**src/sv/szs_ram.sv**
```systemverilog
module szs_ram #(
  parameter int WIDTH = 8,
  parameter int DEPTH = 16
) (
  input  logic                     clk,
  input  logic                     we,
  input  logic [$clog2(DEPTH)-1:0] waddr,
  input  logic [WIDTH-1:0]         wdata,
  input  logic [$clog2(DEPTH)-1:0] raddr,
  output logic [WIDTH-1:0]         rdata
);

  logic [WIDTH-1:0] mem [DEPTH];
  logic [WIDTH-1:0] rdata_r;

  always_ff @(posedge clk) begin
    if (we) begin
      mem[waddr] <= wdata;
    end
    rdata_r <= mem[raddr];
  end

  assign rdata = rdata_r;

endmodule

```
**config.mk**
```make
export PLATFORM = sky130hd
export DESIGN_NAME = szs_ram
export DESIGN_NICKNAME = d
export VERILOG_FILES = /design/src/sv/szs_ram.sv
export SDC_FILE = /design/constraint.sdc
export NUM_CORES = 1
export LEC_CHECK = 0
export BUFFER_PORTS_ARGS = -buffer_cell sky130_fd_sc_hd__buf_2
export CORE_MARGIN = 3
export CORE_UTILIZATION = 45
export DETAILED_ROUTE_END_ITERATION = 8
export SYNTH_ARGS = -nofsm -noshare
export SYNTH_HDL_FRONTEND = slang
export SYNTH_SLANG_ARGS = --single-unit
```
**constraint.sdc**
```tcl
create_clock -name clk -period 1.9 [get_ports clk]
set_input_delay 0.38 -clock clk [delete_from_list [all_inputs] [get_ports clk]]
set_output_delay 0.38 -clock clk [all_outputs]
set_load 0.02 [all_outputs]
```
==> results.toml, run 1 <==
[run_status]
outcome = "completed"

[sta]
clock_skew_ns = 0.00648
drv_slew = 0
hold_violations = 0
fmax_mhz = 712
finalSetupViolations = 0
final.setup.tns_ns = 0
max_slew_margin = 0.524
worstMarginPinSlew_ns = 0.711
period_share = 0.739
rsz0062_at_grt = "false"
finalCriticalPeriod_ns = 1.40
setup_ws_ns = 0.496

[worst_setup_path]
critical_path_class = "in2reg"
critPathArrivalTime_ns = 1.68
end_kind = "flip-flop"
crit_fanout = 12
critPathRequiredTime_ns = 2.18
cp-start-kind = "primary input"
r2r_cells = 3

[floorplan]
coreArea_um2 = 11000
fp.dieArea_um2 = 12800
io_pins = 26
initial_core_util = 0.467
chipWidth_um = 113
die_h_um = 113
rows = 38

[drt]
wl_per_cell_um = 22.0
firstDrtPassIters = 4
ant_nets = 0
drt_iter0_markers = 170
vias = 2418
wirelength_um = 9650
drc = 0
via_per_inst = 5.51

[cts]
clock_latency_ns = 0.41
htree_levels = 4
cts_buffers = 17
cts_resized = 0
clk_pin_slew_worst_paths_ns = 0.05
clock_sinks = 136
cts_hold_buf = 0
cts_tree = "built"
cts_root_buf = "clkbuf_16"
clockBufferDepth = 2
cts_setup_buffers = 0

[synthesis]
ys_ff_latch = 136
synth.area.top_cells = "edfxtp_1, mux4_2, mux4_1, dfxtp_1, a22oi_1"
yosys_warnings = 0
syn_nets = 247
yosysUniqueCellTypes = 19
synth_top_area_share = 0.747
avgSynthCellArea_um2 = 22.5
synth_top_area_cell = "edfxtp_1"
yosysSeqAreaShare = 0.778
syn_area_um2 = 5150
netlist_instances = 229

[cells_and_area]
drive_above_1_share = 0.311
fillers = 842
multi_input_area_um2 = 1060
fin_nets = 304
area_growth_pct = 19.5
num_antenna_cells = 0
final-seq-area_um2 = 4000

[global_route]
grt-ovfl-total = 0
grt_pass1_vias = 2573
grt_pass1_wl_um = 15000
grt_max_degree = 18
antenna_found_initial = 0
globalRouteTotalUtil = 0.166

[placement]
dpl.hpwl_um = 6210
pre_cts_ws_ns = 0.0578
port_buffers = 25
gp_congestion = 0.764

[pwr]
p_per_area_nw_per_um2 = 1120
power.leakage_uw = 0.00212
peakVddDrop_mv = 0.610

[worst_hold_path]
min_path_cells = 1
hp-class = "in2reg"

[run]
cap_violations = 0
[power by group]
part / internal (uW) / switching, uW
Clock: 2030 / 1120
Sequential: 3360 / 20.5
Combinational: 146 / 196
Total: 5530 / 1330
[registers in the layout (all words and copies together) (netlist names)]
signal / cells
mem: 128
rdata: 8
[cell usage in the layout, fill, tap and decap left out]
cell	Yosys	layout
nand2_1	9	9
edfxtp_1	128	128
buf_4	1	19
buf_12	0	4
and2b_1	1	1
nor3_1	4	4
nor2_1	13	13
and2_1	1	1
clkbuf_1	0	2
buf_2	3	25
a22oi_1	16	16
clkinv_1	0	4
mux4_2	18	18
mux4_1	14	14
bufinv_16	0	3
clkinv_2	0	6
nand2b_1	2	2
or3b_2	1	1
nor2b_1	1	1
dfxtp_1	8	8
nand3_1	1	1
nand3b_1	2	2
clkbuf_16	0	17
[path summary, 6_finish.rpt]
kind / from / to / slack (ns)
min: wdata[3] / mem[11][3] / 0.35
min reg2reg: mem[15][7] / rdata[7] / 0.68
max: raddr[0] / rdata[5] / 0.50
max reg2reg: mem[1][5] / rdata[5] / 0.55
[metal layers]
metal	global-route usage	vias up	routed length (um)
met3	0.0406	12	472
met2	0.261	67	4950
met5	0	-	0
li1	-	1089	-
met4	0.0721	0	140
met1	0.224	1250	4080
[synthesized netlist by cell type, drive strengths merged]
master	n
edfxtp	128
mux4	32
a22oi	16
nor2	13
nand2	9
dfxtp	8
buf	7
nor3	4
clkdlybuf4s25	3
nand2b	2
nand3b	2
and2	1
and2b	1
nand3	1
nor2b	1
or3b	1
[kinds of logic (layout without fill, tap and decap cells)]
| kind of cell | after synthesis | in the layout | synth area share |
|---|---|---|---|
| and+or+nand+nor | 35 | 35 | 0.0318 |
| AOI/OAI and AO/OA | 16 | 16 | 0.0233 |
| buffers and inverters | 10 | 80 | 0.0168 |
| muxes | 32 | 32 | 0.150 |
| DFF | 136 | 136 | 0.778 |
[metrics by stage]
| step | utilization | hold WS (ns) | total power (uW) | cell area, um^2 | cells |
|---|---|---|---|---|---|
| 3_5_place_dp | 0.506 | 0.669 | 3790 | 5580 | 407 |
| 3_3_place_gp | 0.506 | 0.659 | 3780 | 5580 | 407 |
| 4_1_cts | 0.558 | 0.345 | 6920 | 6150 | 439 |
| 2_1_floorplan | - | 0.479 | 3630 | 5150 | 229 |
| 5_1_grt | 0.558 | 0.354 | 7090 | 6150 | 439 |
| 6_report | 0.558 | 0.355 | 6860 | 6150 | 439 |
[worst max-delay path, cell delays in order]
cell and delay (ns):
buf_2 0.19, buf_12 0.18, mux4_1 0.55, a22oi_1 0.26, nand2_1 0.11
[area by class of cell]
cell class / count / share of cell area
clock buffer: 19 / 0.0704
sequential: 136 / 0.651
timing repair buffer: 48 / 0.0565
multi-input combinational: 83 / 0.172
tap: 140 / 0.0285
clock inverter: 13 / 0.0220
(Power assumes the default switching activity.)
==> run 2: changes to the inputs <==
==> constraint.sdc (replaced) <==
create_clock -name clk -period 1.2 [get_ports clk]
set_input_delay 0.24 -clock clk [delete_from_list [all_inputs] [get_ports clk]]
set_output_delay 0.24 -clock clk [all_outputs]
set_load 0.02 [all_outputs]
==> results.toml, run 2 (synthesis results as in run 1) <==
[drt]
wl_per_cell_um = 22.1
drc = 0
via_per_inst = 5.31
wirelength_um = 10000
ant_nets = 0
firstDrtPassIters = 4
drt_iter0_markers = 202
vias = 2404

[sta]
final.setup.tns_ns = -0.528
rsz0062_at_grt = "true"
hold_violations = 0
worstMarginPinSlew_ns = 0.738
setup_ws_ns = -0.173
drv_slew = 0
finalCriticalPeriod_ns = 1.37
hold_ws_ns = 0.221
period_share = 1.14
max_slew_margin = 0.507
clock_skew_ns = 0.00551
fmax_mhz = 728
finalSetupViolations = 8

[cts]
cts_setup_buffers = 0
clk_pin_slew_worst_paths_ns = 0.06
clockBufferDepth = 2
cts_root_buf = "clkbuf_16"
cts_buffers = 17
clock_latency_ns = 0.40
cts_tree = "built"
clock_sinks = 136
htree_levels = 4
cts_hold_buf = 0

[floorplan]
io_pins = 26
coreArea_um2 = 11000
rows = 38
fp.dieArea_um2 = 12800
initial_core_util = 0.467
die_h_um = 113
chipWidth_um = 113

[cells_and_area]
fin_nets = 318
most-common-layout-cells = "edfxtp_1, mux4_2, buf_4, buf_2, clkbuf_16"
layout_commonest_cell = "edfxtp_1"
top_register = "mem"
num_antenna_cells = 0
drive_above_1_share = 0.460
largest_register_ffs = 128
final_cells = 453
area_growth_pct = 26.0

[pwr]
switchingPower_uw = 2290
seqPwrFrac = 0.461
peakVddDrop_mv = 1.06
intPower_uw = 9320
p_per_area_nw_per_um2 = 1790
swShare = 0.197
power.leakage_uw = 0.00219
comb_power_share = 0.056
power_uw = 11600
clockPowerShare = 0.484

[run_status]
violations = "negative setup slack"
outcome = "complete, but fails checks"

[placement]
gp_congestion = 0.736
dp_cells = 421
dpl.hpwl_um = 6650
port_buffers = 25
pre_cts_ws_ns = -0.466

[worst_setup_path]
end_kind = "flip-flop"
cp-start-kind = "flip-flop"
critPathRequiredTime_ns = 1.49
critical_path_class = "reg2reg"
crit_fanout = 1
critPathArrivalTime_ns = 1.66

[global_route]
grt-ovfl-total = 0
antenna_found_initial = 0
globalRouteTotalUtil = 0.175
grt_pass1_wl_um = 16000
grt_max_degree = 17
grt_pass1_vias = 2736

[run]
cap_violations = 0

[worst_hold_path]
hp-class = "in2reg"
run 2: timing repair:
item,4_1_cts,5_1_grt
endpoints found under the setup margin,9,9
gates resized for setup,6,2
cloned,0,0
run 2: area by class of cell:
cell class                      instances  area, um^2
Clock buffer                           18         429
Clock inverter                         14         223
Fill cell                             820        4540
Multi-Input combinational cell         83        1100
Sequential cell                       136        4010
Tap cell                              140         175
Timing Repair Buffer                   62         556
run 2: routing by layer:
layer  track usage  up-vias  share of wire
met1         0.238     1229           0.44
met3        0.0390        4          0.046
met5             0        -              0
met2         0.278       61           0.51
li1              -     1110              -
met4        0.0673        0         0.0075
run 2: path summary, 6_finish.rpt:
check | startpoint | to | depth (start not counted) | slack, ns
max | mem[3][3] | rdata[3] | 4 | -0.17
min | wdata[6] | mem[6][6] | 1 | 0.22
max reg2reg | mem[3][3] | rdata[3] | 4 | -0.17
min reg2reg | mem[14][3] | rdata[3] | 3 | 0.68
run 2: per-stage QoR:
| step | util | instance area [um^2] |
|---|---|---|
| 2_1_floorplan | - | 5200 |
| 3_3_place_gp | 0.526 | 5800 |
| 3_5_place_dp | 0.526 | 5800 |
| 4_1_cts | 0.588 | 6480 |
| 5_1_grt | 0.588 | 6490 |
| 6_report | 0.588 | 6490 |
run 2: critical path, cell delays in order (launching register included):
cell,delay [ns]
edfxtp_1,0.38
mux4_2,0.48
a22oi_2,0.21
buf_4,0.15
nand2_2,0.04
run 2: power groups by stage:
stage	Sequential, uW	Clock (uW)	Combinational (uW)
2_1_floorplan	5470	0	306
3_3_place_gp	5440	0	632
3_5_place_dp	5440	0	641
4_1_cts	5350	5700	658
5_1_grt	5350	5920	701
6_report	5340	5610	645
