**config.mk**
```make
export PLATFORM = sky130hd
export DESIGN_NAME = szs_core
export DESIGN_NICKNAME = d
export VERILOG_FILES = /design/src/sv/szs_pkg.sv /design/src/sv/szs_mul.sv /design/src/sv/szs_core.sv
export SDC_FILE = /design/constraint.sdc
export NUM_CORES = 2
export LEC_CHECK = 0
export BUFFER_PORTS_ARGS = -buffer_cell sky130_fd_sc_hd__buf_2
export CORE_ASPECT_RATIO = 1.2
export CORE_MARGIN = 1.5
export CORE_UTILIZATION = 37
export CTS_BUF_LIST = sky130_fd_sc_hd__clkbuf_16
export DETAILED_ROUTE_END_ITERATION = 8
export SETUP_SLACK_MARGIN = 0.5
export SLEW_MARGIN = 20
export SYNTH_ARGS = -nofsm -noshare
export SYNTH_HDL_FRONTEND = slang
export SYNTH_HIERARCHICAL = 1
export SYNTH_SLANG_ARGS = --single-unit
```
**constraint.sdc**
```tcl
create_clock -name clk -period 9.61 [get_ports clk]
set_input_delay 0.4805 -clock clk [delete_from_list [all_inputs] [get_ports clk]]
set_output_delay 0.4805 -clock clk [all_outputs]
set_load 0.05 [all_outputs]
```
**src/sv/szs_pkg.sv**
```systemverilog
package szs_pkg;

  localparam int MAX_WINDOW  = 64;
  localparam int SAMPLE_BITS = 24;

  localparam int IDX_W      = $clog2(MAX_WINDOW);
  localparam int CNT_W      = $clog2(MAX_WINDOW + 1);
  localparam int WLEN_W     = 7;
  localparam int THR_W      = 16;
  localparam int COUNT_W    = 32;
  localparam int CFG_DATA_W = 16;
  localparam int CFG_IDX_W  = 1;
  localparam int KW         = (CNT_W > WLEN_W) ? CNT_W : WLEN_W;

  localparam logic [CFG_IDX_W-1:0] CFG_WINDOW_LEN = CFG_IDX_W'(0);
  localparam logic [CFG_IDX_W-1:0] CFG_THRESHOLD  = CFG_IDX_W'(1);

  localparam logic [WLEN_W-1:0] WLEN_RESET = WLEN_W'(8);
  localparam logic [THR_W-1:0]  THR_RESET  = THR_W'(768);

  // datapath widths
  localparam int SUM_W = SAMPLE_BITS + IDX_W;            // signed window sum
  localparam int SQ_W  = 2 * SAMPLE_BITS - 1 + IDX_W;    // sum of squares
  localparam int WQ_W  = SQ_W + WLEN_W;                  // w*Q and spread
  localparam int DEV_W = SAMPLE_BITS + WLEN_W;           // |w*x - S|
  localparam int D_W   = SAMPLE_BITS + WLEN_W + IDX_W + 1;
  localparam int LHS_W = 2 * DEV_W + 16;

  // multiplier digits
  localparam int DIG_W = 32;
  localparam int ND    = (WQ_W + DIG_W - 1) / DIG_W;
  localparam int OP_W  = ND * DIG_W;
  localparam int ACC_W = 2 * OP_W;
  localparam int ND_W  = (ND > 1) ? $clog2(ND) : 1;
  localparam int SH_W  = $clog2(2 * ND);

  localparam int ND_Q  = (SQ_W + DIG_W - 1) / DIG_W;
  localparam int ND_S  = (SUM_W + DIG_W - 1) / DIG_W;
  localparam int ND_D  = (DEV_W + DIG_W - 1) / DIG_W;
  localparam int ND_WQ = (WQ_W + DIG_W - 1) / DIG_W;

  typedef logic [SAMPLE_BITS-1:0]      sample_t;
  typedef logic [WLEN_W-1:0]           wlen_t;
  typedef logic [THR_W-1:0]            thr_t;
  typedef logic [CNT_W-1:0]            cnt_t;
  typedef logic [IDX_W-1:0]            idx_t;
  typedef logic [COUNT_W-1:0]          count_t;
  typedef logic [ND-1:0][DIG_W-1:0]    digits_t;
  typedef logic [ACC_W-1:0]            acc_t;
  typedef logic [ND_W-1:0]             dig_idx_t;

  typedef enum logic [2:0] {
    ST_IDLE,
    ST_SWEEP,
    ST_MUL,
    ST_DRAIN,
    ST_STORE,
    ST_DONE
  } state_t;

  typedef enum logic [2:0] {
    J_SWEEP,   // ring sweep: S and Q
    J_WQ,      // w*Q
    J_SS,      // S^2
    J_WX,      // w*|x|
    J_DD,      // dev^2
    J_TT,      // T^2
    J_RHS      // spread*T^2
  } job_t;

  typedef struct packed {
    sample_t x;
    wlen_t   w;
    cnt_t    n;
    logic    full;
    thr_t    thr;
    idx_t    top_addr;
  } start_t;

  typedef struct packed {
    logic anomaly;
    logic window_full;
  } result_t;

  function automatic wlen_t clamp_wlen(input wlen_t wl);
    wlen_t r;
    if (wl == '0) begin
      r = WLEN_W'(1);
    end else if (KW'(wl) > KW'(MAX_WINDOW)) begin
      r = WLEN_W'(MAX_WINDOW);
    end else begin
      r = wl;
    end
    return r;
  endfunction

  function automatic dig_idx_t job_last_a(input job_t j);
    dig_idx_t r;
    unique case (j)
      J_WQ:    r = ND_W'(ND_Q - 1);
      J_SS:    r = ND_W'(ND_S - 1);
      J_DD:    r = ND_W'(ND_D - 1);
      J_RHS:   r = ND_W'(ND_WQ - 1);
      default: r = '0;
    endcase
    return r;
  endfunction

  function automatic dig_idx_t job_last_b(input job_t j);
    dig_idx_t r;
    unique case (j)
      J_SS:    r = ND_W'(ND_S - 1);
      J_DD:    r = ND_W'(ND_D - 1);
      default: r = '0;
    endcase
    return r;
  endfunction

endpackage

```
**src/sv/szs_mul.sv**
```systemverilog
module szs_mul (
  input  logic                           clk,
  input  logic [szs_pkg::DIG_W-1:0]      a,
  input  logic [szs_pkg::DIG_W-1:0]      b,
  output logic [2*szs_pkg::DIG_W-1:0]    p
);
  import szs_pkg::*;

  logic [2*DIG_W-1:0] p_r;

  always_ff @(posedge clk) begin
    p_r <= a * b;
  end

  assign p = p_r;

endmodule

```
**src/sv/szs_core.sv**
```systemverilog
module szs_core (
  input  logic                            clk,
  input  logic                            rst_n,
  input  logic                            start_valid,
  output logic                            start_ready,
  input  szs_pkg::start_t                 start,
  output logic                            done_valid,
  input  logic                            done_ready,
  output szs_pkg::result_t                result,
  output logic [szs_pkg::IDX_W-1:0]       rd_addr,
  input  logic [szs_pkg::SAMPLE_BITS-1:0] rd_data
);
  import szs_pkg::*;

  state_t state_r, state_nxt;
  job_t   job_r, job_nxt;

  logic signed [SAMPLE_BITS-1:0] x_r, x_nxt;
  wlen_t    w_r, w_nxt;
  cnt_t     n_r, n_nxt;
  logic     full_r, full_nxt;
  thr_t     thr_r, thr_nxt;
  idx_t     addr_r, addr_nxt;
  cnt_t     k_r, k_nxt;
  dig_idx_t i_r, i_nxt, j_r, j_nxt;
  logic     rdv_r, rdv_nxt;
  logic     pv_r, pv_nxt;
  logic [SH_W-1:0] sh_r, sh_nxt;
  acc_t     acc_r, acc_nxt;

  logic signed [SUM_W-1:0] s_r, s_nxt;
  logic [SQ_W-1:0]         q_r, q_nxt;
  logic [WQ_W-1:0]         spread_r, spread_nxt;
  logic [DEV_W-1:0]        dev_r, dev_nxt;
  logic [LHS_W-1:0]        lhs_r, lhs_nxt;
  logic [2*THR_W-1:0]      tsq_r, tsq_nxt;
  logic                    anom_r, anom_nxt;

  logic [SAMPLE_BITS-1:0]  rd_mag;
  logic [SAMPLE_BITS-1:0]  x_mag;
  logic [SUM_W-1:0]        s_mag;
  digits_t                 opa, opb;
  logic [DIG_W-1:0]        a_dig, b_dig, mul_a, mul_b;
  logic [2*DIG_W-1:0]      mul_p;
  logic signed [D_W-1:0]   wx_s, diff_s, dev_abs;
  dig_idx_t                last_a, last_b;
  logic                    last_pair;

  szs_mul u_mul (
    .clk (clk),
    .a   (mul_a),
    .b   (mul_b),
    .p   (mul_p)
  );

  assign start_ready        = (state_r == ST_IDLE);
  assign done_valid         = (state_r == ST_DONE);
  assign result.anomaly     = anom_r;
  assign result.window_full = full_r;
  assign rd_addr            = addr_r;

  assign rd_mag = rd_data[SAMPLE_BITS-1] ? (~rd_data + 1'b1) : rd_data;
  assign x_mag  = x_r[SAMPLE_BITS-1] ? (~x_r + 1'b1) : x_r;
  assign s_mag  = s_r[SUM_W-1] ? (~s_r + 1'b1) : s_r;

  assign last_a    = job_last_a(job_r);
  assign last_b    = job_last_b(job_r);
  assign last_pair = (i_r == last_a) && (j_r == last_b);

  // operand select for the current product
  always_comb begin
    unique case (job_r)
      J_WQ: begin
        opa = OP_W'(q_r);
        opb = OP_W'(w_r);
      end
      J_SS: begin
        opa = OP_W'(s_mag);
        opb = OP_W'(s_mag);
      end
      J_WX: begin
        opa = OP_W'(x_mag);
        opb = OP_W'(w_r);
      end
      J_DD: begin
        opa = OP_W'(dev_r);
        opb = OP_W'(dev_r);
      end
      J_TT: begin
        opa = OP_W'(thr_r);
        opb = OP_W'(thr_r);
      end
      J_RHS: begin
        opa = OP_W'(spread_r);
        opb = OP_W'(tsq_r);
      end
      default: begin
        opa = '0;
        opb = '0;
      end
    endcase
  end

  assign a_dig = opa[i_r];
  assign b_dig = opb[j_r];
  assign mul_a = rdv_r ? DIG_W'(rd_mag) : a_dig;
  assign mul_b = rdv_r ? DIG_W'(rd_mag) : b_dig;

  // signed w*x from the unsigned product, then the deviation
  assign wx_s    = x_r[SAMPLE_BITS-1] ? -$signed(acc_r[D_W-1:0]) : $signed(acc_r[D_W-1:0]);
  assign diff_s  = wx_s - D_W'(s_r);
  assign dev_abs = diff_s[D_W-1] ? -diff_s : diff_s;

  always_comb begin
    state_nxt = state_r;
    unique case (state_r)
      ST_IDLE:  if (start_valid) state_nxt = ST_SWEEP;
      ST_SWEEP: if (k_r == n_r - 1'b1) state_nxt = ST_DRAIN;
      ST_MUL:   if (last_pair) state_nxt = ST_DRAIN;
      ST_DRAIN: if (!rdv_r) state_nxt = ST_STORE;
      ST_STORE: begin
        if ((job_r == J_SWEEP && !full_r) || job_r == J_RHS) begin
          state_nxt = ST_DONE;
        end else begin
          state_nxt = ST_MUL;
        end
      end
      ST_DONE:  if (done_ready) state_nxt = ST_IDLE;
      default:  state_nxt = ST_IDLE;
    endcase
  end

  always_comb begin
    job_nxt    = job_r;
    x_nxt      = x_r;
    w_nxt      = w_r;
    n_nxt      = n_r;
    full_nxt   = full_r;
    thr_nxt    = thr_r;
    addr_nxt   = addr_r;
    k_nxt      = k_r;
    i_nxt      = i_r;
    j_nxt      = j_r;
    s_nxt      = s_r;
    q_nxt      = q_r;
    spread_nxt = spread_r;
    dev_nxt    = dev_r;
    lhs_nxt    = lhs_r;
    tsq_nxt    = tsq_r;
    anom_nxt   = anom_r;
    acc_nxt    = acc_r;

    rdv_nxt = (state_r == ST_SWEEP);
    pv_nxt  = rdv_r || (state_r == ST_MUL);
    sh_nxt  = rdv_r ? '0 : (SH_W'(i_r) + SH_W'(j_r));

    if (pv_r) begin
      acc_nxt = acc_r + (ACC_W'(mul_p) << (DIG_W * sh_r));
    end
    if (rdv_r) begin
      s_nxt = s_r + SUM_W'($signed(rd_data));
    end

    unique case (state_r)
      ST_IDLE: begin
        if (start_valid) begin
          x_nxt    = start.x;
          w_nxt    = start.w;
          n_nxt    = start.n;
          full_nxt = start.full;
          thr_nxt  = start.thr;
          addr_nxt = start.top_addr;
          k_nxt    = '0;
          i_nxt    = '0;
          j_nxt    = '0;
          acc_nxt  = '0;
          s_nxt    = '0;
          job_nxt  = J_SWEEP;
        end
      end
      ST_SWEEP: begin
        // walk from the newest entry backward
        k_nxt    = k_r + 1'b1;
        addr_nxt = (addr_r == '0) ? IDX_W'(MAX_WINDOW - 1) : addr_r - 1'b1;
      end
      ST_MUL: begin
        if (j_r == last_b) begin
          j_nxt = '0;
          i_nxt = i_r + 1'b1;
        end else begin
          j_nxt = j_r + 1'b1;
        end
      end
      ST_STORE: begin
        acc_nxt = '0;
        i_nxt   = '0;
        j_nxt   = '0;
        unique case (job_r)
          J_SWEEP: begin
            q_nxt    = acc_r[SQ_W-1:0];
            anom_nxt = 1'b0;
            job_nxt  = J_WQ;
          end
          J_WQ: begin
            spread_nxt = acc_r[WQ_W-1:0];
            job_nxt    = J_SS;
          end
          J_SS: begin
            spread_nxt = spread_r - acc_r[WQ_W-1:0];
            job_nxt    = J_WX;
          end
          J_WX: begin
            dev_nxt = dev_abs[DEV_W-1:0];
            job_nxt = J_DD;
          end
          J_DD: begin
            lhs_nxt = {acc_r[2*DEV_W-1:0], 16'b0};
            job_nxt = J_TT;
          end
          J_TT: begin
            tsq_nxt = acc_r[2*THR_W-1:0];
            job_nxt = J_RHS;
          end
          J_RHS: begin
            // zero spread means z = 0
            anom_nxt = (spread_r != '0) && (ACC_W'(lhs_r) > acc_r);
          end
          default: ;
        endcase
      end
      default: ;
    endcase
  end

  always_ff @(posedge clk) begin
    if (!rst_n) begin
      state_r <= ST_IDLE;
      rdv_r   <= 1'b0;
      pv_r    <= 1'b0;
    end else begin
      state_r <= state_nxt;
      rdv_r   <= rdv_nxt;
      pv_r    <= pv_nxt;
    end
  end

  always_ff @(posedge clk) begin
    job_r    <= job_nxt;
    x_r      <= x_nxt;
    w_r      <= w_nxt;
    n_r      <= n_nxt;
    full_r   <= full_nxt;
    thr_r    <= thr_nxt;
    addr_r   <= addr_nxt;
    k_r      <= k_nxt;
    i_r      <= i_nxt;
    j_r      <= j_nxt;
    sh_r     <= sh_nxt;
    acc_r    <= acc_nxt;
    s_r      <= s_nxt;
    q_r      <= q_nxt;
    spread_r <= spread_nxt;
    dev_r    <= dev_nxt;
    lhs_r    <= lhs_nxt;
    tsq_r    <= tsq_nxt;
    anom_r   <= anom_nxt;
  end

endmodule

```
==> out/metrics.yaml <==
drc_errors: 0
cp_max_fo: 5
cts_buffers: 59
p_per_area_nw_per_um2: 269
setup_viol: 24
violations: "negative setup slack"
cts_sinks: 539
drive_gt1_frac: 0.139
syn_inst: 8034
io_buffer_count: 98
critPathMaxStageDelay_ns: 0.65
synth.top_cell.area_share: 0.252
finalHoldViolCount: 0
pwr-share-comb: 0.750
drv_slew: 0
dr.first_iter.drc_count: 5011
clk_pin_slew_ns: 0.06
min_path_cells: 1
rows: 176
grt.total_usage: 0.256
pwr-share-seq: 0.142
ios: 99
gp_congestion: 0.998
r2r_setup_slack_ns: -0.24
ys_ff_latch: 539
worstRegToRegCells: 33
timing.final.ws_setup_ns: -0.243
min_period_ns: 9.85
grt_pass1_wl_um: 384000
final_antenna_net_count: 0
grt_antenna_before_repair: 5
overflow: 0
power_switching_w: 0.0105
holdPathEnd: "w_r[5]"
viasPerCell: 5.46
dp_hpwl_um: 204000
die_area_sq_um: 196000
core_area_sq_um: 192000
p_int_w: 0.0120
maxCapViolCount: 0
routed-via-count: 60500
synth.net_count: 9578
async_reset_ff_frac: 0
worstPathRequired_ns: 10.19
arrival_ns: 10.44
grt_start_max_net_pins: 73
worstHoldStart: "start[35]"
synth_edf_count: 311
p_leak_nw: 36.9
clockRootBuffer: "clkbuf_16"
fin_skew_ns: 0.0225
power.share.clock: 0.109
place_inst: 10800
area_growth_pct: 17.1
fin_util: 0.437
grt_setup_unrepaired: "true"
hold_path_class: "in2reg"
r2r_end: "u_mul/p[49]"
synth_area_leaders: "fa_1, edfxtp_1, ha_1, dfxtp_1, and2_1"
dp_slack_ns: -0.643
cts-htree-levels: 2
routed_wl_um: 253000
clock_latency_ns: 0.71
clockBufferDepth: 3
max_freq_mhz: 101
syn_area_per_cell_sq_um: 8.91
start_kind: "flop"
die_h_um: 485
nNetsFinal: 9976
slew_headroom: 0.285
yosys.area.top_type: "fa_1"
total_power_w: 0.0225
final_cell_area_sq_um: 83800
endpoint_kind: "flop"
irDropWorstVdd_uv: 457
ys_seq_area_frac: 0.194
synth_cell_types: 94
synthesis.area_sq_um: 71500
die_x_um: 404
finalNonFillerCells: 11100
initial_core_util: 0.373
fin_crit_sh: 1.03
crit_path_frequent_cell: "fa_1"
worst_pin_slew_ns: 1.06
crit_path_top_delay_cell: "or4b_4"
path_class: "reg2reg"
wl_per_cell_um: 22.8
grt_pass1_vias: 62600
ys_warn_count: 6
timing.rr.start: "s_r[5]"
drt_first_pass_iters: 5
synthFlopType: "edfxtp_1"
place_area_sq_um: 78700
cts_tree: "yes"
switching_share: 0.466
status: "finished, violations left"
[synthesized netlist by cell type, drive strengths merged, types with 25 or more instances]
master / number
nor3: 86
nor2b: 73
ha: 555
o21bai: 59
mux2: 34
o21ai: 375
nand2b: 54
and3: 36
a221oi: 50
a211oi: 42
a21oi: 428
o31ai: 51
inv: 1066
nand4: 118
a22oi: 29
nor2: 375
o211ai: 25
or3: 36
o21a: 38
xnor2: 296
nand3: 89
clkbuf: 378
and2: 651
nand2: 871
a31oi: 49
nor4: 48
dfxtp: 228
edfxtp: 311
fa: 900
buf: 49
a21o: 184
xor2: 127
mux2i: 103
[power groups by stage]
| stage | Clock (W) | Combinational, W | Sequential, W |
|---|---|---|---|
| global route | 0.00256 | 0.0181 | 0.00320 |
| global placement | 0 | 0.0135 | 0.00324 |
| detailed placement | 0 | 0.0136 | 0.00324 |
| CTS | 0.00249 | 0.0154 | 0.00319 |
| floorplan | 0 | 0.00815 | 0.00305 |
| finish | 0.00245 | 0.0169 | 0.00320 |
[flip-flops by register name, summed over array words and instances, names as in the netlist]
name and count:
u_mul/p 64, acc_r 128, x_r 24, q_r 53, s_r 30, tsq_r 32
dev_r 31, k_r 7, spread_r 60, job_r 3, pv_r 1, rdv_r 1
lhs_r 62, rd_addr 6, w_r 7, anom_r 1, i_r 1, sh_r 1
thr_r 16, n_r 7, full_r 1, state_r 3
[cell type report]
| class | instances | area [sq um] |
|---|---|---|
| Fill cell | 18600 | 108000 |
| Tap cell | 2581 | 3230 |
| Clock buffer | 61 | 1530 |
| Multi-Input combinational cell | 6002 | 53900 |
| Inverter | 1066 | 4000 |
| Sequential cell | 539 | 13900 |
| Clock inverter | 51 | 507 |
| Timing Repair Buffer | 764 | 6670 |
| Antenna cell | 5 | 12.5 |
[through the flow]
stage	setup TNS [ns]	hold slack [ns]
final	-2.54	0.0284
after global routing	-9.80	0.0398
after CTS	-2.33	0.0207
after detailed placement	-9.15	0.469
after global placement	-6.48	0.458
after floorplan	0	0.442
[timing repair]
| action | CTS | global route |
|---|---|---|
| buffers inserted | 41 | 35 |
| setup endpoints to repair | 42 | 43 |
| gates cloned | 2 | 2 |
| endpoints found under the hold margin | 56 | 0 |
| pin swaps | 125 | 128 |
| resized for setup | 211 | 169 |
| hold buffers | 55 | 0 |
[kinds of logic after synthesis]
family,count (synthesis),share of synthesized area
simple gates,2500,0.174
buf+inv,1493,0.0791
compound gates,1487,0.132
fa+ha+maj,1455,0.349
flops,539,0.194
xor+xnor,423,0.0518
mux,137,0.0198
[worst max-delay path by stage]
stage                     startpoint           to
after global routing          s_r[5]  u_mul/p[49]
after global placement        s_r[5]  u_mul/p[60]
after floorplan               s_r[5]  u_mul/p[48]
after CTS                     s_r[2]  u_mul/p[51]
after detailed placement      s_r[5]  u_mul/p[60]
final                         s_r[5]  u_mul/p[49]
[per-layer routing]
metal,track usage,wire [um],vias up,share of wire
li1,-,-,27400,-
met1,0.328,103000,30400,0.41
met2,0.431,121000,2193,0.48
met3,0.0320,16000,547,0.063
met4,0.110,12600,2,0.050
met5,0,12,-,0.000047
[cell usage in the layout, fill, tap and decap left out, drive strengths merged, types with 42 or more instances in the layout]
cell / n
nand3: 89
a31oi: 49
nor2b: 73
mux2i: 103
inv: 1077
xor2: 127
and2: 651
a21o: 184
dlygate4sd3: 55
fa: 900
nor4: 48
o21ai: 375
nand2b: 54
clkbuf: 63
a221oi: 50
nor3: 86
a211oi: 42
nand2: 871
nand4: 118
buf: 706
o31ai: 51
o21bai: 59
nor2: 375
dfxtp: 228
edfxtp: 311
a21oi: 428
ha: 555
xnor2: 296
[worst max-delay path: cells and delay by family, from the launching register on]
kind	cells	cell delay, ns
flops	1	0.33
xor+xnor	2	0.28
fa+ha+maj	9	4.45
simple gates	11	3.28
compound gates	5	0.78
buf+inv	6	0.58
Power figures use the tool's default switching activity.
